[config.mk]
export PLATFORM = sky130hd
export DESIGN_NAME = status_frame_integer_parser_top
export DESIGN_NICKNAME = d
export VERILOG_FILES = /design/src/rtl/core/sfip_pkg.sv /design/src/rtl/core/sfip_front.sv /design/src/rtl/core/sfip_queue.sv /design/src/rtl/core/sfip_back.sv /design/src/rtl/core/status_frame_integer_parser_top.sv
export SDC_FILE = /design/constraint.sdc
export NUM_CORES = 1
export LEC_CHECK = 0
export BUFFER_PORTS_ARGS = -buffer_cell sky130_fd_sc_hd__buf_2
export CAP_MARGIN = 20
export CORE_ASPECT_RATIO = 0.75
export CORE_MARGIN = 2
export CORE_UTILIZATION = 45
export CTS_CLUSTER_SIZE = 40
export DETAILED_ROUTE_END_ITERATION = 10
export RECOVER_POWER = 25
export SLEW_MARGIN = 15
export SYNTH_ARGS = -nofsm -noshare
export SYNTH_HDL_FRONTEND = slang
export SYNTH_SLANG_ARGS = --single-unit
export TNS_END_PERCENT = 10
[constraint.sdc]
create_clock -name clk -period 15.2 [get_ports clk]
set_clock_uncertainty 0.05 [all_clocks]
set_input_delay 3.04 -clock clk [delete_from_list [all_inputs] [get_ports clk]]
set_output_delay 3.04 -clock clk [all_outputs]
set_load 0.03 [all_outputs]
[src/rtl/core/sfip_pkg.sv]
// ----------------------------------------------------------------------------
// sfip_pkg
// Shared types and constants for the status frame integer parser.
// ----------------------------------------------------------------------------
package sfip_pkg;

    // Character codes used by the header check and the byte classifier.
    localparam logic [7:0] CH_V     = 8'h56;
    localparam logic [7:0] CH_D     = 8'h44;
    localparam logic [7:0] CH_MINUS = 8'h2D;
    localparam logic [7:0] CH_0     = 8'h30;
    localparam logic [7:0] CH_9     = 8'h39;
    localparam logic [7:0] CH_SPACE = 8'h20;
    localparam logic [7:0] CH_TAB   = 8'h09;
    localparam logic [7:0] CH_CR    = 8'h0D;
    localparam logic [7:0] CH_LF    = 8'h0A;

    // Position of the closing 'D' within the five-byte header.
    localparam logic [2:0] HDR_LAST_POS = 3'd4;

    localparam logic [6:0] EXPECTED_TOKENS_RESET = 7'd82;
    localparam int         VALUE_BITS_DEFAULT    = 32;
    localparam int         QUEUE_DEPTH_DEFAULT   = 4;

    typedef enum logic [1:0] {
        CLS_DIGIT = 2'd0,
        CLS_SPACE = 2'd1,
        CLS_MINUS = 2'd2,
        CLS_OTHER = 2'd3
    } byte_class_t;

    // One classified byte as it travels from the front end to the back end.
    typedef struct packed {
        byte_class_t cls;
        logic [3:0]  digit;
        logic        is_v;
        logic        is_d;
    } byte_info_t;

    typedef enum logic {
        PH_HEADER = 1'b0,
        PH_BODY   = 1'b1
    } phase_t;

    typedef enum logic [1:0] {
        NUM_NONE   = 2'd0,
        NUM_SIGN   = 2'd1,
        NUM_DIGITS = 2'd2
    } num_state_t;

    typedef enum logic [1:0] {
        KIND_TOKEN     = 2'd0,
        KIND_FRAME_END = 2'd1,
        KIND_HDR_ERR   = 2'd2
    } result_kind_t;

endpackage

[src/rtl/core/sfip_front.sv]
// ----------------------------------------------------------------------------
// sfip_front
// Accepts stream bytes and classifies them before they enter the queue.
// ----------------------------------------------------------------------------
module sfip_front
    import sfip_pkg::*;
(
    input  logic       in_valid,
    output logic       in_stall,
    input  logic [7:0] stream_byte,
    input  logic       queue_full,
    output logic       push,
    output byte_info_t push_info
);

    assign in_stall = queue_full;
    assign push     = in_valid && !queue_full;

    always_comb
    begin
        push_info.digit = stream_byte[3:0];
        push_info.is_v  = (stream_byte == CH_V);
        push_info.is_d  = (stream_byte == CH_D);
        unique case (stream_byte) inside
            [CH_0:CH_9]:                     push_info.cls = CLS_DIGIT;
            CH_SPACE, CH_TAB, CH_CR, CH_LF:  push_info.cls = CLS_SPACE;
            CH_MINUS:                        push_info.cls = CLS_MINUS;
            default:                         push_info.cls = CLS_OTHER;
        endcase
    end

endmodule

[src/rtl/core/sfip_queue.sv]
// ----------------------------------------------------------------------------
// sfip_queue
// Small register FIFO that decouples the classifier from the parser.
// ----------------------------------------------------------------------------
module sfip_queue
    import sfip_pkg::*;
#(
    parameter int DEPTH = QUEUE_DEPTH_DEFAULT
)
(
    input  logic       clk,
    input  logic       rst_n,
    input  logic       push,
    input  byte_info_t push_info,
    output logic       full,
    input  logic       pop,
    output logic       head_valid,
    output byte_info_t head_info
);

    localparam int PTR_BITS = (DEPTH > 1) ? $clog2(DEPTH) : 1;
    localparam int CNT_BITS = $clog2(DEPTH + 1);
    localparam logic [PTR_BITS-1:0] LAST_PTR = PTR_BITS'(DEPTH - 1);

    byte_info_t          entry_reg [DEPTH];
    logic [PTR_BITS-1:0] wr_ptr_reg, wr_ptr_next;
    logic [PTR_BITS-1:0] rd_ptr_reg, rd_ptr_next;
    logic [CNT_BITS-1:0] count_reg, count_next;

    assign full       = (count_reg == CNT_BITS'(DEPTH));
    assign head_valid = (count_reg != '0);
    assign head_info  = entry_reg[rd_ptr_reg];

    always_comb
    begin
        wr_ptr_next = wr_ptr_reg;
        rd_ptr_next = rd_ptr_reg;
        count_next  = count_reg;
        if (push)
        begin
            wr_ptr_next = (wr_ptr_reg == LAST_PTR) ? '0 : wr_ptr_reg + 1'b1;
        end
        if (pop)
        begin
            rd_ptr_next = (rd_ptr_reg == LAST_PTR) ? '0 : rd_ptr_reg + 1'b1;
        end
        if (push && !pop)
        begin
            count_next = count_reg + 1'b1;
        end
        else if (pop && !push)
        begin
            count_next = count_reg - 1'b1;
        end
    end

    always_ff @(posedge clk or negedge rst_n)
    begin
        if (!rst_n)
        begin
            wr_ptr_reg <= '0;
            rd_ptr_reg <= '0;
            count_reg  <= '0;
        end
        else
        begin
            wr_ptr_reg <= wr_ptr_next;
            rd_ptr_reg <= rd_ptr_next;
            count_reg  <= count_next;
        end
    end

    always_ff @(posedge clk)
    begin
        if (push)
        begin
            entry_reg[wr_ptr_reg] <= push_info;
        end
    end

endmodule

[src/rtl/core/sfip_back.sv]
// ----------------------------------------------------------------------------
// sfip_back
// Header check, body integer parsing and the registered result stage.
// ----------------------------------------------------------------------------
module sfip_back
    import sfip_pkg::*;
#(
    parameter int VALUE_BITS = VALUE_BITS_DEFAULT
)
(
    input  logic        clk,
    input  logic        rst_n,
    input  logic [6:0]  expected_tokens,
    input  logic        head_valid,
    input  byte_info_t  head_info,
    output logic        pop,
    output logic        out_valid,
    input  logic        out_stall,
    output logic [1:0]  result_kind,
    output logic [31:0] token_value,
    output logic [6:0]  token_index,
    output logic        last_of_frame,
    output logic [6:0]  token_count,
    output logic        count_matches
);

    phase_t                phase_reg, phase_next;
    logic [2:0]            hdr_pos_reg, hdr_pos_next;
    logic                  hdr_bad_reg, hdr_bad_next;
    logic [9:0]            hdr_len_reg, hdr_len_next;
    logic [9:0]            body_rem_reg, body_rem_next;
    logic [VALUE_BITS-1:0] acc_reg, acc_next;
    logic                  neg_reg, neg_next;
    num_state_t            nopen_reg, nopen_next;
    logic [6:0]            count_reg, count_next;
    logic                  stopped_reg, stopped_next;

    logic                  out_valid_reg, out_valid_next;
    result_kind_t          kind_reg, kind_next;
    logic [31:0]           value_reg, value_next;
    logic [6:0]            index_reg, index_next;
    logic                  last_reg, last_next;
    logic [6:0]            cnt_out_reg, cnt_out_next;
    logic                  match_reg, match_next;

    logic                  advance;
    logic                  hdr_bad_now;
    logic [9:0]            hdr_len_now;
    logic [9:0]            rem_dec;
    logic                  last_byte;
    logic                  hdr_done;

    function automatic logic [31:0] finish_value(input logic [VALUE_BITS-1:0] a,
                                                 input logic                  n);
        logic signed [VALUE_BITS-1:0] v;
        v = n ? ({VALUE_BITS{1'b0}} - a) : a;
        return 32'(v);
    endfunction

    function automatic logic [VALUE_BITS-1:0] times_ten_plus(
        input logic [VALUE_BITS-1:0] a,
        input logic [3:0]            d);
        return (a << 3) + (a << 1) + VALUE_BITS'(d);
    endfunction

    // The result stage takes a new result whenever it is empty or being drained.
    assign advance = !out_valid_reg || !out_stall;
    assign pop     = head_valid && advance;

    // Header bookkeeping for the byte at the queue head.
    always_comb
    begin
        if (hdr_pos_reg == '0)
        begin
            hdr_bad_now = !head_info.is_v;
            hdr_len_now = '0;
        end
        else if (hdr_pos_reg < HDR_LAST_POS)
        begin
            hdr_bad_now = hdr_bad_reg || (head_info.cls != CLS_DIGIT);
            hdr_len_now = (head_info.cls == CLS_DIGIT)
                        ? 10'(hdr_len_reg * 4'd10 + {6'd0, head_info.digit})
                        : hdr_len_reg;
        end
        else
        begin
            hdr_bad_now = hdr_bad_reg || !head_info.is_d;
            hdr_len_now = hdr_len_reg;
        end
    end

    assign hdr_done  = (hdr_pos_reg == HDR_LAST_POS);
    assign rem_dec   = body_rem_reg - 1'b1;
    assign last_byte = (rem_dec == '0);

    // Next phase.
    always_comb
    begin
        phase_next = phase_reg;
        if (pop)
        begin
            unique case (phase_reg)
                PH_HEADER:
                begin
                    if (hdr_done && !hdr_bad_now && hdr_len_now != '0)
                    begin
                        phase_next = PH_BODY;
                    end
                end
                PH_BODY:
                begin
                    if (last_byte)
                    begin
                        phase_next = PH_HEADER;
                    end
                end
                default: phase_next = PH_HEADER;
            endcase
        end
    end

    // Datapath and result generation.
    always_comb
    begin
        logic             emit;
        logic             stop;
        logic [31:0]      val;
        logic [6:0]       idx;
        logic [6:0]       cnt_inc;

        hdr_pos_next   = hdr_pos_reg;
        hdr_bad_next   = hdr_bad_reg;
        hdr_len_next   = hdr_len_reg;
        body_rem_next  = body_rem_reg;
        acc_next       = acc_reg;
        neg_next       = neg_reg;
        nopen_next     = nopen_reg;
        count_next     = count_reg;
        stopped_next   = stopped_reg;

        out_valid_next = out_valid_reg;
        kind_next      = kind_reg;
        value_next     = value_reg;
        index_next     = index_reg;
        last_next      = last_reg;
        cnt_out_next   = cnt_out_reg;
        match_next     = match_reg;

        emit    = 1'b0;
        stop    = 1'b0;
        val     = '0;
        idx     = '0;
        cnt_inc = count_reg + 1'b1;

        if (advance)
        begin
            out_valid_next = 1'b0;
        end

        if (pop)
        begin
            unique case (phase_reg)
                PH_HEADER:
                begin
                    hdr_len_next = hdr_len_now;
                    if (!hdr_done)
                    begin
                        hdr_bad_next = hdr_bad_now;
                        hdr_pos_next = hdr_pos_reg + 1'b1;
                    end
                    else
                    begin
                        hdr_pos_next = '0;
                        hdr_bad_next = 1'b0;
                        if (hdr_bad_now)
                        begin
                            out_valid_next = 1'b1;
                            kind_next      = KIND_HDR_ERR;
                            value_next     = '0;
                            index_next     = '0;
                            last_next      = 1'b1;
                            cnt_out_next   = '0;
                            match_next     = 1'b0;
                        end
                        else
                        begin
                            count_next    = '0;
                            stopped_next  = 1'b0;
                            nopen_next    = NUM_NONE;
                            acc_next      = '0;
                            neg_next      = 1'b0;
                            body_rem_next = hdr_len_now;
                            if (hdr_len_now == '0)
                            begin
                                out_valid_next = 1'b1;
                                kind_next      = KIND_FRAME_END;
                                value_next     = '0;
                                index_next     = '0;
                                last_next      = 1'b1;
                                cnt_out_next   = '0;
                                match_next     = (expected_tokens == '0);
                            end
                        end
                    end
                end

                PH_BODY:
                begin
                    body_rem_next = rem_dec;
                    stop = stopped_reg || (count_reg >= expected_tokens);

                    if (!stop)
                    begin
                        // A byte that closes a number is then judged afresh, unless the expected count is reached.
                        logic fresh;
                        fresh = 1'b0;
                        case (nopen_reg)
                            NUM_DIGITS:
                            begin
                                if (head_info.cls == CLS_DIGIT)
                                begin
                                    acc_next = times_ten_plus(acc_reg, head_info.digit);
                                end
                                else
                                begin
                                    emit       = 1'b1;
                                    val        = finish_value(acc_reg, neg_reg);
                                    idx        = count_reg;
                                    count_next = cnt_inc;
                                    if (cnt_inc >= expected_tokens)
                                    begin
                                        stop = 1'b1;
                                    end
                                    else
                                    begin
                                        fresh = 1'b1;
                                    end
                                end
                            end
                            NUM_SIGN:
                            begin
                                if (head_info.cls == CLS_DIGIT)
                                begin
                                    acc_next   = VALUE_BITS'(head_info.digit);
                                    nopen_next = NUM_DIGITS;
                                end
                                else
                                begin
                                    stop = 1'b1;
                                end
                            end
                            default: fresh = 1'b1;
                        endcase

                        if (fresh)
                        begin
                            acc_next   = '0;
                            neg_next   = 1'b0;
                            nopen_next = NUM_NONE;
                            case (head_info.cls)
                                CLS_SPACE: ;
                                CLS_MINUS:
                                begin
                                    neg_next   = 1'b1;
                                    nopen_next = NUM_SIGN;
                                end
                                CLS_DIGIT:
                                begin
                                    acc_next   = VALUE_BITS'(head_info.digit);
                                    nopen_next = NUM_DIGITS;
                                end
                                default: stop = 1'b1;
                            endcase
                        end
                    end
                    stopped_next = stop;

                    if (last_byte)
                    begin
                        // A number still open at the end of the body closes here.
                        if (!emit && !stop && nopen_next == NUM_DIGITS)
                        begin
                            emit       = 1'b1;
                            val        = finish_value(acc_next, neg_next);
                            idx        = count_reg;
                            count_next = cnt_inc;
                        end
                        out_valid_next = 1'b1;
                        kind_next      = emit ? KIND_TOKEN : KIND_FRAME_END;
                        value_next     = emit ? val : '0;
                        index_next     = emit ? idx : '0;
                        last_next      = 1'b1;
                        cnt_out_next   = count_next;
                        match_next     = (count_next == expected_tokens);
                        nopen_next     = NUM_NONE;
                        acc_next       = '0;
                        neg_next       = 1'b0;
                        stopped_next   = 1'b0;
                        count_next     = '0;
                    end
                    else if (emit)
                    begin
                        out_valid_next = 1'b1;
                        kind_next      = KIND_TOKEN;
                        value_next     = val;
                        index_next     = idx;
                        last_next      = 1'b0;
                        cnt_out_next   = count_next;
                        match_next     = 1'b0;
                    end
                end

                default: ;
            endcase
        end
    end

    always_ff @(posedge clk or negedge rst_n)
    begin
        if (!rst_n)
        begin
            phase_reg     <= PH_HEADER;
            hdr_pos_reg   <= '0;
            hdr_bad_reg   <= 1'b0;
            hdr_len_reg   <= '0;
            body_rem_reg  <= '0;
            acc_reg       <= '0;
            neg_reg       <= 1'b0;
            nopen_reg     <= NUM_NONE;
            count_reg     <= '0;
            stopped_reg   <= 1'b0;
            out_valid_reg <= 1'b0;
        end
        else
        begin
            phase_reg     <= phase_next;
            hdr_pos_reg   <= hdr_pos_next;
            hdr_bad_reg   <= hdr_bad_next;
            hdr_len_reg   <= hdr_len_next;
            body_rem_reg  <= body_rem_next;
            acc_reg       <= acc_next;
            neg_reg       <= neg_next;
            nopen_reg     <= nopen_next;
            count_reg     <= count_next;
            stopped_reg   <= stopped_next;
            out_valid_reg <= out_valid_next;
        end
    end

    always_ff @(posedge clk)
    begin
        kind_reg    <= kind_next;
        value_reg   <= value_next;
        index_reg   <= index_next;
        last_reg    <= last_next;
        cnt_out_reg <= cnt_out_next;
        match_reg   <= match_next;
    end

    assign out_valid     = out_valid_reg;
    assign result_kind   = kind_reg;
    assign token_value   = value_reg;
    assign token_index   = index_reg;
    assign last_of_frame = last_reg;
    assign token_count   = cnt_out_reg;
    assign count_matches = match_reg;

endmodule

[src/rtl/core/status_frame_integer_parser_top.sv]
// ----------------------------------------------------------------------------
// status_frame_integer_parser_top
// Parses framed status bytes into signed integers and frame-end summaries.
// ----------------------------------------------------------------------------
// Throughput: one byte per cycle, sustained, when the result side does not stall.
// A byte is first written into the queue, then parsed from the queue head into the
// result register, from which its result is offered.
// Reset (rst_n, asynchronous, active low) empties queue and result stage, restarts the
// header and sets expected_tokens to 82; bytes are taken right after reset.
// ----------------------------------------------------------------------------
//
// The front end classifies each byte (digit, separator, minus, other, and the
// 'V' and 'D' header marks) and pushes it into a short queue. The back end
// pops one entry per cycle whenever its result register is empty or being
// drained, so a stalled result side backs up into the queue first and only
// then into in_stall. Each stream byte makes at most one result transfer.
//
// The header is always five bytes long. A bad header produces a header error
// result on its fifth byte and the next byte starts a new header. Integers
// accumulate modulo 2^VALUE_BITS and are presented as 32-bit signed values.
// The expected_tokens register is written through cfg_we and cfg_wdata; it
// should only change while no bytes are in flight.
module status_frame_integer_parser_top
    import sfip_pkg::*;
#(
    parameter int VALUE_BITS  = VALUE_BITS_DEFAULT,
    parameter int QUEUE_DEPTH = QUEUE_DEPTH_DEFAULT
)
(
    input  logic        clk,
    input  logic        rst_n,

    // Configuration write port.
    input  logic        cfg_we,
    input  logic [6:0]  cfg_wdata,

    // Byte stream input.
    input  logic        in_valid,
    output logic        in_stall,
    input  logic [7:0]  stream_byte,

    // Result output.
    output logic        out_valid,
    input  logic        out_stall,
    output logic [1:0]  result_kind,
    output logic [31:0] token_value,
    output logic [6:0]  token_index,
    output logic        last_of_frame,
    output logic [6:0]  token_count,
    output logic        count_matches
);

    logic [6:0] expected_tokens_reg;

    logic       queue_full;
    logic       push;
    byte_info_t push_info;
    logic       pop;
    logic       head_valid;
    byte_info_t head_info;

    // The expected token count is a plain write-only register.
    always_ff @(posedge clk or negedge rst_n)
    begin
        if (!rst_n)
        begin
            expected_tokens_reg <= EXPECTED_TOKENS_RESET;
        end
        else if (cfg_we)
        begin
            expected_tokens_reg <= cfg_wdata;
        end
    end

    // Classifier: turns each accepted byte into a byte_info_t entry.
    sfip_front u_front
    (
        .in_valid    (in_valid),
        .in_stall    (in_stall),
        .stream_byte (stream_byte),
        .queue_full  (queue_full),
        .push        (push),
        .push_info   (push_info)
    );

    // Queue between classifier and parser.
    sfip_queue #(
        .DEPTH (QUEUE_DEPTH)
    ) u_queue
    (
        .clk        (clk),
        .rst_n      (rst_n),
        .push       (push),
        .push_info  (push_info),
        .full       (queue_full),
        .pop        (pop),
        .head_valid (head_valid),
        .head_info  (head_info)
    );

    // Parser and result register.
    sfip_back #(
        .VALUE_BITS (VALUE_BITS)
    ) u_back
    (
        .clk             (clk),
        .rst_n           (rst_n),
        .expected_tokens (expected_tokens_reg),
        .head_valid      (head_valid),
        .head_info       (head_info),
        .pop             (pop),
        .out_valid       (out_valid),
        .out_stall       (out_stall),
        .result_kind     (result_kind),
        .token_value     (token_value),
        .token_index     (token_index),
        .last_of_frame   (last_of_frame),
        .token_count     (token_count),
        .count_matches   (count_matches)
    );

endmodule

# ---- After elaboration in Yosys (flattened, before gate mapping)
# Memories as Yosys holds them, arrays and structs flattened.
# Index checks and enable logic that the tools add are counted.
dict set report word_totals {
  in_bits 20
  wordCells 240
  memories 1
  ff_bits 133
  mem_bits_ro 0
  ramBits 32
  latch_bits 0
  output_inout_bits 52
}
dict set report classes {
  addsub 12
  magnitude_cmp 5
  n_eq_ne 21
  n_shift 0
  mul 1
  div 0
  mux 141
  bitwise_logic 1
  reduce_logical 37
}
# name words width rd rd_ports_with_merged_regs write_ports line_no
set mem_list {}
lappend mem_list {u_queue.entry_reg 4 8 1 0 1 sfip_queue.sv:25} ;# byte_info_t entry_reg [DEPTH];
# operator n
set ops {}
lappend ops {{2-to-1 mux 32 bit} 21}
lappend ops {{case mux 32 bit (2 select lines)} 3}
lappend ops {{2-to-1 mux 7 bit} 22}
lappend ops {{subtractor 1 x 32 -> 32 bit, first input constant} 2}
lappend ops {{2-to-1 mux 1 bit} 54}
lappend ops {{2-to-1 mux 10 bit} 5}
lappend ops {{case mux 7 bit (2 select lines)} 3}
lappend ops {{adder 32 bit} 1}
lappend ops {{adder 32 x 4 -> 32 bit} 1}
lappend ops {{2-to-1 mux 2 bit} 16}
lappend ops {{== test 8 x 4 -> 1 bit, second input constant} 3}
lappend ops {{logical NOT 10 bit} 2}
lappend ops {{case mux 10 bit (2 select lines)} 1}
lappend ops {{== test 8 x 6 -> 1 bit, second input constant} 2}
lappend ops {{== test 8 x 7 -> 1 bit, second input constant} 2}
lappend ops {{case mux 1 bit (2 select lines)} 8}
lappend ops {{>= comparator 7 bit} 2}
lappend ops {{case mux 2 bit (2 select lines)} 3}
lappend ops {{adder 10 x 4 -> 10 bit} 1}
lappend ops {{== test 2 bit, second input constant} 5}
lappend ops {{logical NOT 1 bit} 10}
lappend ops {{multiplier 10 x 3 -> 9 bit, second input constant} 1}
lappend ops {{nonzero test 10 bit} 1}
lappend ops {{subtractor 10 x 1 -> 10 bit, second input constant} 1}
lappend ops {{other kinds (30)} 48}

# ---- Longest topological paths before layout
# Gate-level depths: netlist (run 1).
dict set report depth {
  word_depth 22
  depth_mapped 20
  mapped_depth_nobuf 18
}

# ---- Hierarchy
# From an unflattened synthesis (run 1), not the netlist that was laid out.
dict set report hier_totals {
  hier_cells 1389
  hier_area_um2 12831.1
}
# mod area_per_inst_um2 instances cells_per_inst seq_area_each_um2
set modules_own_cells {}
lappend modules_own_cells {sfip_back 10790.3 1 1270 3228.1}
lappend modules_own_cells {sfip_queue 1570.3 1 79 1136.1}
lappend modules_own_cells {status_frame_integer_parser_top 295.3 1 15 178.9}
lappend modules_own_cells {sfip_front 175.2 1 25 0.0}

# ---- Worst setup path before layout (run 1)
# OpenSTA, ideal clock, no wires.
dict set report synth_path {
  path_kind {input port to flip-flop}
  from {input port out_stall}
  to {register u_back.match_reg (netlist: u_back.count_matches), enable pin}
  setup_time_ns 0.732
  required_time_ns 14.418
  arrival_time_ns 11.466
  slack_ns 2.952
  cell_stages 4
  path_buffers 0
  path_cell_list {nand2_1 -> o31a_1 -> clkinv_1 -> a2111oi_0}
}
dict set report synth_via {
  elab_chain_cells 4
}
# item line_no
set synth_rtl {}
lappend synth_rtl {{start, declared} status_frame_integer_parser_top.sv:44} ;# input logic out_stall,
lappend synth_rtl {{logical NOT 1 bit} sfip_back.sv:67} ;# assign advance = !out_valid_reg || !out_stall;
lappend synth_rtl {{logical OR 1 bit} sfip_back.sv:67}
lappend synth_rtl {{logical AND 1 bit} sfip_back.sv:68} ;# assign pop = head_valid && advance;
lappend synth_rtl {{AND reduction 4 bit (no source line)} --}
lappend synth_rtl {{end signal, assigned} sfip_back.sv:357} ;# match_reg <= match_next;
lappend synth_rtl {{end, declared} sfip_back.sv:44} ;# logic match_reg, match_next;
# Every way passes these cells.
# A chain may end at the register's enable or synchronous reset.

==> results.ini, run 1 <==
[status]
status=finished with violations
violations=capacitance limit, slew limit

[setup_path]
cp_top_family=buffers and inverters
worstPathMaxFanout=61
critPathKind=in -> async
critPathBufInv=2
crit_required_ns=14.86
arrival_ns=6.74
crit_slowest_cell=clkbuf_1
crit_top_cell=clkbuf_1
cp-startpoint=rst_n
start_kind=primary input
cp-end-kind=asynchronous set/reset pin
slowest_delay_ns=2.68
r2r-start=u_queue.rd_ptr_reg[0]$_DFFE_PN0P_
crit_chain=clkbuf_1, clkbuf_1

[cells_and_area]
nets=1510
register_area_sq_mm=0.00454
fill_cells=2532
finalNonFillerCells=1747
area_growth_pct=10.1
drive_above_1_share=0.117
n_antenna_cell=0
multi_input_area_sq_mm=0.00752

[global_routing]
antenna_found_initial=0
track_usage=0.251
grt-ovfl-total=0
grt_pass1_vias=10148
grt_pass1_wl_mm=57.0
grt_max_degree=62

[detailed_routing]
wl_per_cell_microns=20.4
drt-total-wl_mm=35.6
wl_met3_mm=2.80
dr.first_iter.drc_count=915
drtAntennaViolNets=0
via_per_inst=6.10
vias=10662
top_layer=met4
drt-met1-wl_mm=17.5
wl_met2_mm=14.6
drcViolationCount=0
dr.pass1.iters=5

[floorplan]
start_util=0.460
core_area_sq_mm=0.0271
rows=52
die_w_microns=196
fp.dieH_microns=148
die_area_sq_mm=0.0291
ios=72

[timing]
setup_tns_ns=0
whs_ns=0.439
fin_crit_sh=0.466
grt_setup_unrepaired=no
relSlewSlack=-1.47
worst_slew_pin_slew_ns=3.70
hold_violations=0
setup_viol=0
fmax_ghz=0.141
slew_viol_final=62
fin_crit_ns=7.08

[synth]
ys_top_cells_by_area=edfxtp_1 20%, dfrtp_1 16%, ha_1 10%
yosys_warnings=0
async_flop_share=0.503
synth_top_area_cell=edfxtp_1
syn_avg_cell_area_sq_um=9.31
syn_area_sq_mm=0.0125
synth_edf_count=82
synth_seq_cells=165
yosysUniqueCellTypes=87
synthCells=1341
syn-num-nets=1468
ys.flop_type=edfxtp_1
synth_top_area_frac=0.197
ys_seq_area_frac=0.364

[run]
max-cap-violations=1

[power]
p_seq_frac=0.281
power.leakage_nw=5.90
p_comb_frac=0.540
power_switching_mw=1.19
ir_drop_mv=0.109
p_int_mw=1.32
power_density_mw_per_mm2=183
power.share.clock=0.179
sw_frac_of_total=0.474

[clocking]
clk_root_buffer_cell=clkbuf_16
htreeDepth=4
clock-sinks=165
cts_resized=0
clkTransAtPathRegs_ns=0.06
clock_latency_ns=0.45
clockBufferDepth=2
cts_setup_buffers=0
cts_hold_buf=0
cts_buffers=17
cts_tree=yes

[placement]
dp_hpwl_mm=25.0
dpl.cell_count=1713
routabilityCongestion=0.930
port_buffers=71

[worst_hold_path]
min_from=u_back.stopped_reg$_DFFE_PN0P_
hold_class=reg -> reg

[kinds of logic after synthesis]
kind of cell / count (synthesis) / synth area share
AND/OR/NAND/NOR: 412 / 0.161
AO/OA/AOI/OAI: 399 / 0.216
adder cells (fa/ha/maj): 107 / 0.110
multiplexers: 27 / 0.0323
XOR/XNOR: 115 / 0.0807
flip-flops: 165 / 0.364
buffers and inverters: 116 / 0.0358
[final cells by class]
type	count	share of cell area
Multi-Input combinational cell	1060	0.547
Inverter	50	0.0137
Timing Repair Buffer	89	0.0344
Clock buffer	19	0.0315
Clock inverter	13	0.0115
Tap cell	351	0.0319
Sequential cell	165	0.330
[cells in the final DEF, fill, tap and decap left out, types with 16 or more instances in the layout]
master	count
nor3_1	30
inv_1	46
o31ai_1	18
o21ai_0	101
a21oi_1	73
edfxtp_1	82
clkbuf_16	17
a31oi_1	20
nor2_1	85
nand2_1	139
nand3_1	35
a21o_1	16
ha_1	102
a22o_1	24
dfrtp_1	80
xnor2_1	59
nor2b_1	18
xor2_1	56
buf_2	66
[metal layers]
metal | GRT usage | up-vias
li1 | - | 5068
met2 | 0.358 | 399
met1 | 0.380 | 5143
met3 | 0.0560 | 52
met5 | 0 | -
met4 | 0.0701 | 0
[synth_stat cells, drive strengths merged (20+ instances only)]
master	number
ha	102
a31oi	20
dfrtp	80
nand2	140
nor3	31
xor2	56
nand3	36
a22o	24
a21oi	73
xnor2	59
clkbuf	60
edfxtp	82
nor2	89
o21ai	112
inv	49
[path summary, 6_finish.rpt]
| check | slack, ns | cells after the start | to |
|---|---|---|---|
| max | 8.12 | 2 | u_back.acc_reg[8]$_DFFE_PN0P_ |
| min | 0.44 | 2 | u_back.stopped_reg$_DFFE_PN0P_ |
| max reg2reg | 9.20 | 17 | u_back.token_value[22]$_SDFFCE_PN0P_ |
| min reg2reg | 0.44 | 2 | u_back.stopped_reg$_DFFE_PN0P_ |
| max in group clk | 9.20 | 17 | u_back.token_value[22]$_SDFFCE_PN0P_ |
| min in group asynchronous | 2.84 | 1 | expected_tokens_reg[5]$_DFFE_PN0P_ |
[power by group through the flow]
| stage | registers, mW | clock network (mW) | logic [mW] |
|---|---|---|---|
| final | 0.706 | 0.449 | 1.36 |
| after global placement | 0.712 | 0 | 1.32 |
| after floorplan | 0.827 | 0 | 0.855 |
| after CTS | 0.707 | 0.457 | 1.34 |
| after global routing | 0.724 | 0.474 | 1.48 |
| after detailed placement | 0.714 | 0 | 1.33 |
[per-stage QoR]
stage / power [mW] / setup WS [ns] / instance area, sq um / util
floorplan: 1.68 / 2.95 / 12500 / -
global placement: 2.04 / 9.32 / 13200 / 0.485
detailed placement: 2.05 / 9.23 / 13200 / 0.485
CTS: 2.50 / 9.21 / 13800 / 0.507
global route: 2.68 / 7.16 / 13700 / 0.507
finish: 2.51 / 8.12 / 13700 / 0.507
(Power assumes the default switching activity.)
==> inputs of run 2 (changes only) <==
==> constraint.sdc (replaced) <==
create_clock -name clk -period 6.2 [get_ports clk]
set_clock_uncertainty 0.05 [all_clocks]
set_input_delay 1.24 -clock clk [delete_from_list [all_inputs] [get_ports clk]]
set_output_delay 1.24 -clock clk [all_outputs]
set_load 0.03 [all_outputs]
==> run 2 against run 1 <==
The flow still finishes with violations (capacitance limit, slew limit). Flip-flop and latch count did not move. Clock power rose by 140%. Power rose by 150%. Design area grew 0.46%. Final cell count grew 0.52%. Core utilization increased by 0.24 points. Register-to-register slack got worse by 8.5 ns. Critical path depth rose by 15. Via count increased by 0.65%. Combinational power increased to 2.5 times the previous value. Worst setup slack got worse by 7.5 ns. Critical path type is now reg -> reg. Critical endpoint is now u_back.token_value[31]$_SDFFCE_PN0P_. Highest routed layer unchanged.
==> results.ini, run 2 (synthesis gave the netlist of run 1 again) <==
[timing]
fin_ws_ns=0.658
setup_viol=0
fin_crit_ns=5.54
grt_setup_unrepaired=no
setup_tns_ns=0
hold_violations=0
fin_crit_sh=0.894
fmax_ghz=0.180
relSlewSlack=-0.861
worst_slew_pin_slew_ns=2.79
slew_viol_final=86

[clocking]
cts_buffers=17
clkTransAtPathRegs_ns=0.07
cts_hold_buf=0
clk_root_buffer_cell=clkbuf_16
htreeDepth=4
cts_setup_buffers=0
cts_resized=0
cts_tree=yes
clockBufferDepth=2
clock_latency_ns=0.45
clock-sinks=165

[global_routing]
antenna_found_initial=0
track_usage=0.254
grt_pass1_wl_mm=57.6
grt-ovfl-total=0
grt_pass1_vias=10160
grt_max_degree=58

[run]
max-cap-violations=2

[placement]
place_area_sq_mm=0.0133
port_buffers=71
preCtsSetupSlack_ns=0.738
routabilityCongestion=0.933
dp_hpwl_mm=25.9

[setup_path]
cp_top_family=compound AO/OA/AOI/OAI gates
crit_chain=mux4_2, ha_1, ha_1, inv_1, fa_1, nor2b_1, o31ai_1, a211o_1, a31o_1, a32oi_4, or4b_4, a2111oi_4, nand4_2, nor4_2, a31oi_1, xnor2_1, a221oi_1
start_kind=flop
critPathKind=reg -> reg
crit_slowest_cell=dfrtp_1
critPathBufInv=1
worstPathMaxFanout=10
arrival_ns=5.76
crit_top_cell=ha_1
cp-end-kind=flop
crit_required_ns=6.42
slowest_delay_ns=0.59

[floorplan]
fp.dieH_microns=148
rows=52
ios=72
die_area_sq_mm=0.0291
core_area_sq_mm=0.0271
die_w_microns=196
start_util=0.460

[detailed_routing]
drt-total-wl_mm=36.2
via_per_inst=6.11
vias=10731
drcViolationCount=0
dr.first_iter.drc_count=816
drtAntennaViolNets=0
dr.pass1.iters=5
wl_per_cell_microns=20.6

[cells_and_area]
final_cell_mix=139 x nand2_1, 102 x ha_1, 101 x o21ai_0
fill_cells=2544
nets=1519
n_antenna_cell=0
drive_above_1_share=0.124
final_common_cell=nand2_1
area_growth_pct=10.7
fin_util=0.509
final_cell_area_sq_mm=0.0138

[power]
power_density_mw_per_mm2=450
power.leakage_nw=5.94
finalPower_mw=6.21
ir_drop_mv=0.248

[worst_hold_path]
hold_class=reg -> reg

[status]
violations=capacitance limit, slew limit
status=finished with violations

[run 2: layer usage]
layer / track usage / vias up / wire length [microns]
met4: 0.0731 / 0 / 751
met1: 0.377 / 5232 / 17800
met5: 0 / - / 0
li1: - / 5101 / -
met2: 0.367 / 359 / 14900
met3: 0.0610 / 39 / 2720
[run 2: tightest hold or removal path, delay by kind of cell (launching register included)]
family / cells / cell delay (ns)
and+or+nand+nor: 1 / 0.05
DFF: 1 / 0.35
AOI/OAI and AO/OA: 1 / 0.06
[run 2: cell type report]
type                    count  area (sq um)  area share
multi-input cells        1060          7530       0.545
flip-flops and latches    165          4540       0.329
repair buffers             98           544      0.0394
well taps                 351           439      0.0318
clock buffers              20           437      0.0316
inverters                  50           188      0.0136
clock inverters            12           131     0.00951
[run 2: metrics by stage]
stage	instances	hold slack (ns)
2_1_floorplan	1341	0.401
3_3_place_gp	1723	0.423
3_5_place_dp	1723	0.431
4_1_cts	1755	0.446
5_1_grt	1756	0.469
6_report	1756	0.440
[run 2: final timing paths]
check,start,to,slack (ns),cells past startpoint
max reg2reg,u_queue.rd_ptr_reg[1]$_DFFE_PN0P_,u_back.token_value[31]$_SDFFCE_PN0P_,0.66,17
max,u_queue.rd_ptr_reg[1]$_DFFE_PN0P_,u_back.token_value[31]$_SDFFCE_PN0P_,0.66,17
min,u_back.stopped_reg$_DFFE_PN0P_,u_back.stopped_reg$_DFFE_PN0P_,0.44,2
max in group asynchronous,rst_n,u_back.acc_reg[6]$_DFFE_PN0P_,1.13,2
min reg2reg,u_back.stopped_reg$_DFFE_PN0P_,u_back.stopped_reg$_DFFE_PN0P_,0.44,2
min in group asynchronous,rst_n,expected_tokens_reg[5]$_DFFE_PN0P_,1.42,1
[run 2: where the power goes]
part | switching, mW | internal, mW
Clock | 0.470 | 0.594
Combinational | 2.30 | 1.11
Sequential | 0.205 | 1.53
Total | 2.98 | 3.23
==> inputs of run 3 (changes only) <==
--- a/config.mk
+++ b/config.mk
@@ -5,6 +5,7 @@
 export SDC_FILE = /design/constraint.sdc
 export NUM_CORES = 1
 export LEC_CHECK = 0
+export ABC_AREA = 1
 export BUFFER_PORTS_ARGS = -buffer_cell sky130_fd_sc_hd__buf_2
 export CAP_MARGIN = 20
 export CORE_ASPECT_RATIO = 0.75
==> run 3 against run 2 <==
The flow still finishes with violations (capacitance limit, slew limit). Core utilization fell by 0.96 points. Design area rose by 14%. Final cell count rose by 45%. Clock-buffer cell count fell by 3. Synthesized area rose by 16%. Global-route usage rose by 1.1 points. First-iteration DRC count rose by 43%. Wire length rose by 22%. Critical path depth rose by 10. Synthesized cell count rose by 56%. Combinational power rose by 51%. Clock power rose by 7%.
==> results.ini, run 3 <==
[synth]
synth_seq_cells=165
synth_edf_count=82
yosys_warnings=0
ys_top_cells_by_area=edfxtp_1 17%, nand2_1 15%, dfrtp_1 14%
yosysUniqueCellTypes=61
ys.flop_type=edfxtp_1
synth_top_area_cell=edfxtp_1
yosys-top-cells-count=598 x nand2_1, 261 x inv_1, 200 x nor2_1, 149 x nand3_1, 132 x o21ai_0
syn-num-nets=2213
async_flop_share=0.503
syn_avg_cell_area_sq_um=6.97
ys_seq_area_frac=0.313
synthCells=2086
syn_area_sq_mm=0.0145
synth_top_area_frac=0.169
yosys.cell_count.top_type=nand2_1

[setup_path]
crit_top_cell=nand2_1
crit_required_ns=6.38
start_kind=flop
crit_slowest_cell=dfrtp_1
r2r-start=u_queue.rd_ptr_reg[0]$_DFFE_PN0P_
worstPathMaxFanout=19
cp-end-kind=flop
cp-startpoint=u_queue.rd_ptr_reg[0]$_DFFE_PN0P_
arrival_ns=5.33
reg2reg_depth=27
endpoint=u_back.token_value[27]$_SDFFCE_PN0P_
worst_r2r_endpoint=u_back.token_value[27]$_SDFFCE_PN0P_
critPathKind=reg -> reg
slowest_delay_ns=0.78
r2r_slack_ns=1.04

[placement]
dp_hpwl_mm=33.8
port_buffers=71
routabilityCongestion=0.927
dpl.cell_count=2516
preCtsSetupSlack_ns=1.02

[clocking]
cts_tree=yes
clock-sinks=165
clockBufferDepth=2
cts_hold_buf=0
clkTransAtPathRegs_ns=0.08
cts_resized=0
clk_root_buffer_cell=clkbuf_16
clock_latency_ns=0.46
cts_setup_buffers=0
htreeDepth=4
cts_buffers=17

[timing]
worst_slew_pin_slew_ns=1.98
fmax_ghz=0.194
setup_viol=0
relSlewSlack=-0.321
grt_setup_unrepaired=no
slew_viol_final=86
setup_tns_ns=0
fin_ws_ns=1.04
fin_crit_ns=5.16
hold_violations=0
fin_crit_sh=0.832

[cells_and_area]
final_cell_mix=597 x nand2_1, 261 x inv_1, 198 x nor2_1
fill_cells=3213
finalNonFillerCells=2548
area_growth_pct=8.40
final_common_cell=nand2_1
drive_above_1_share=0.106
n_antenna_cell=0
nets=2256

[detailed_routing]
drcViolationCount=0
dr.pass1.iters=5
drt-total-wl_mm=44.3
top_layer=met4
wl_per_cell_microns=17.4
wl_met3_mm=2.59
via_per_inst=5.44
vias=13870
wl_met2_mm=19.6
drt-met1-wl_mm=21.2
dr.first_iter.drc_count=1166
drtAntennaViolNets=0

[global_routing]
grt-ovfl-total=0
track_usage=0.265
antenna_found_initial=0
grt_pass1_wl_mm=69.9
grt_max_degree=54
grt_pass1_vias=12840

[floorplan]
ios=72
start_util=0.461
die_w_microns=211
fp.dieH_microns=160
rows=56
die_area_sq_mm=0.0338
core_area_sq_mm=0.0315

[power]
power.leakage_nw=7.56
ir_drop_mv=0.277
p_comb_frac=0.637
p_int_mw=3.72
p_seq_frac=0.224
sw_frac_of_total=0.542
power_density_mw_per_mm2=516
power.share.clock=0.140
power_switching_mw=4.40

[run]
max-cap-violations=2

[worst_hold_path]
hold_path_depth=2
hold_class=reg -> reg

[status]
violations=capacitance limit, slew limit
status=finished with violations

-- run 3: worst max-delay path: cells and delay by family (launching register included) --
family | cells | cell delay (ns)
simple gates | 17 | 1.74
compound gates | 4 | 0.94
buf+inv | 3 | 0.34
fa+ha+maj | 3 | 1.07
flops | 1 | 0.78
-- run 3: power groups by stage --
stage,Sequential [mW],Combinational (mW),Clock (mW)
after floorplan,1.84,3.82,0
after global routing,1.86,5.76,1.18
final,1.82,5.17,1.13
after global placement,1.83,5.07,0
after CTS,1.81,5.15,1.14
after detailed placement,1.83,5.12,0
-- run 3: kinds of logic (layout without fill, tap and decap cells) --
| group | count (synthesis) | count (layout) | synth area share |
|---|---|---|---|
| XOR/XNOR | 51 | 51 | 0.0307 |
| buffers and inverters | 337 | 393 | 0.0960 |
| flip-flops | 165 | 165 | 0.313 |
| adder cells (fa/ha/maj) | 107 | 107 | 0.0947 |
| AO/OA/AOI/OAI | 330 | 330 | 0.134 |
| AND/OR/NAND/NOR | 1095 | 1095 | 0.332 |
| multiplexers | 1 | 1 | 0.000775 |
-- run 3: metrics by stage --
| stage | utilization | power [mW] | hold WS, ns | cell area (sq um) |
|---|---|---|---|---|
| after global placement | 0.481 | 6.90 | 0.422 | 15200 |
| after detailed placement | 0.481 | 6.95 | 0.430 | 15200 |
| final | 0.500 | 8.12 | 0.445 | 15800 |
| after CTS | 0.500 | 8.11 | 0.449 | 15800 |
| after global routing | 0.500 | 8.80 | 0.499 | 15800 |
| after floorplan | - | 5.66 | 0.403 | 14500 |
-- run 3: how the worst min path moves through the flow --
stage,startpoint,endpoint
2_1_floorplan,u_back.hdr_len_reg[8]$_DFFE_PN0P_,u_back.hdr_len_reg[8]$_DFFE_PN0P_
3_3_place_gp,u_back.hdr_len_reg[9]$_DFFE_PN0P_,u_back.hdr_len_reg[9]$_DFFE_PN0P_
3_5_place_dp,u_back.hdr_len_reg[9]$_DFFE_PN0P_,u_back.hdr_len_reg[9]$_DFFE_PN0P_
4_1_cts,u_back.hdr_len_reg[9]$_DFFE_PN0P_,u_back.hdr_len_reg[9]$_DFFE_PN0P_
5_1_grt,u_back.hdr_len_reg[9]$_DFFE_PN0P_,u_back.hdr_len_reg[9]$_DFFE_PN0P_
6_report,u_back.hdr_len_reg[9]$_DFFE_PN0P_,u_back.hdr_len_reg[9]$_DFFE_PN0P_
-- run 3: layout make-up --
| cell class | count | area (sq um) | area share |
|---|---|---|---|
| flip-flops and latches | 165 | 4540 | 0.288 |
| clock buffers | 17 | 425 | 0.0270 |
| multi-input cells | 1584 | 8600 | 0.546 |
| well taps | 406 | 508 | 0.0323 |
| clock inverters | 15 | 183 | 0.0116 |
| inverters | 279 | 1060 | 0.0672 |
| repair buffers | 82 | 428 | 0.0272 |
-- run 3: per-layer routing --
metal  GRT usage  vias up
li1            -     6936
met1       0.379     6472
met2       0.417      401
met3      0.0409       61
met4      0.0736        0
met5           0        -
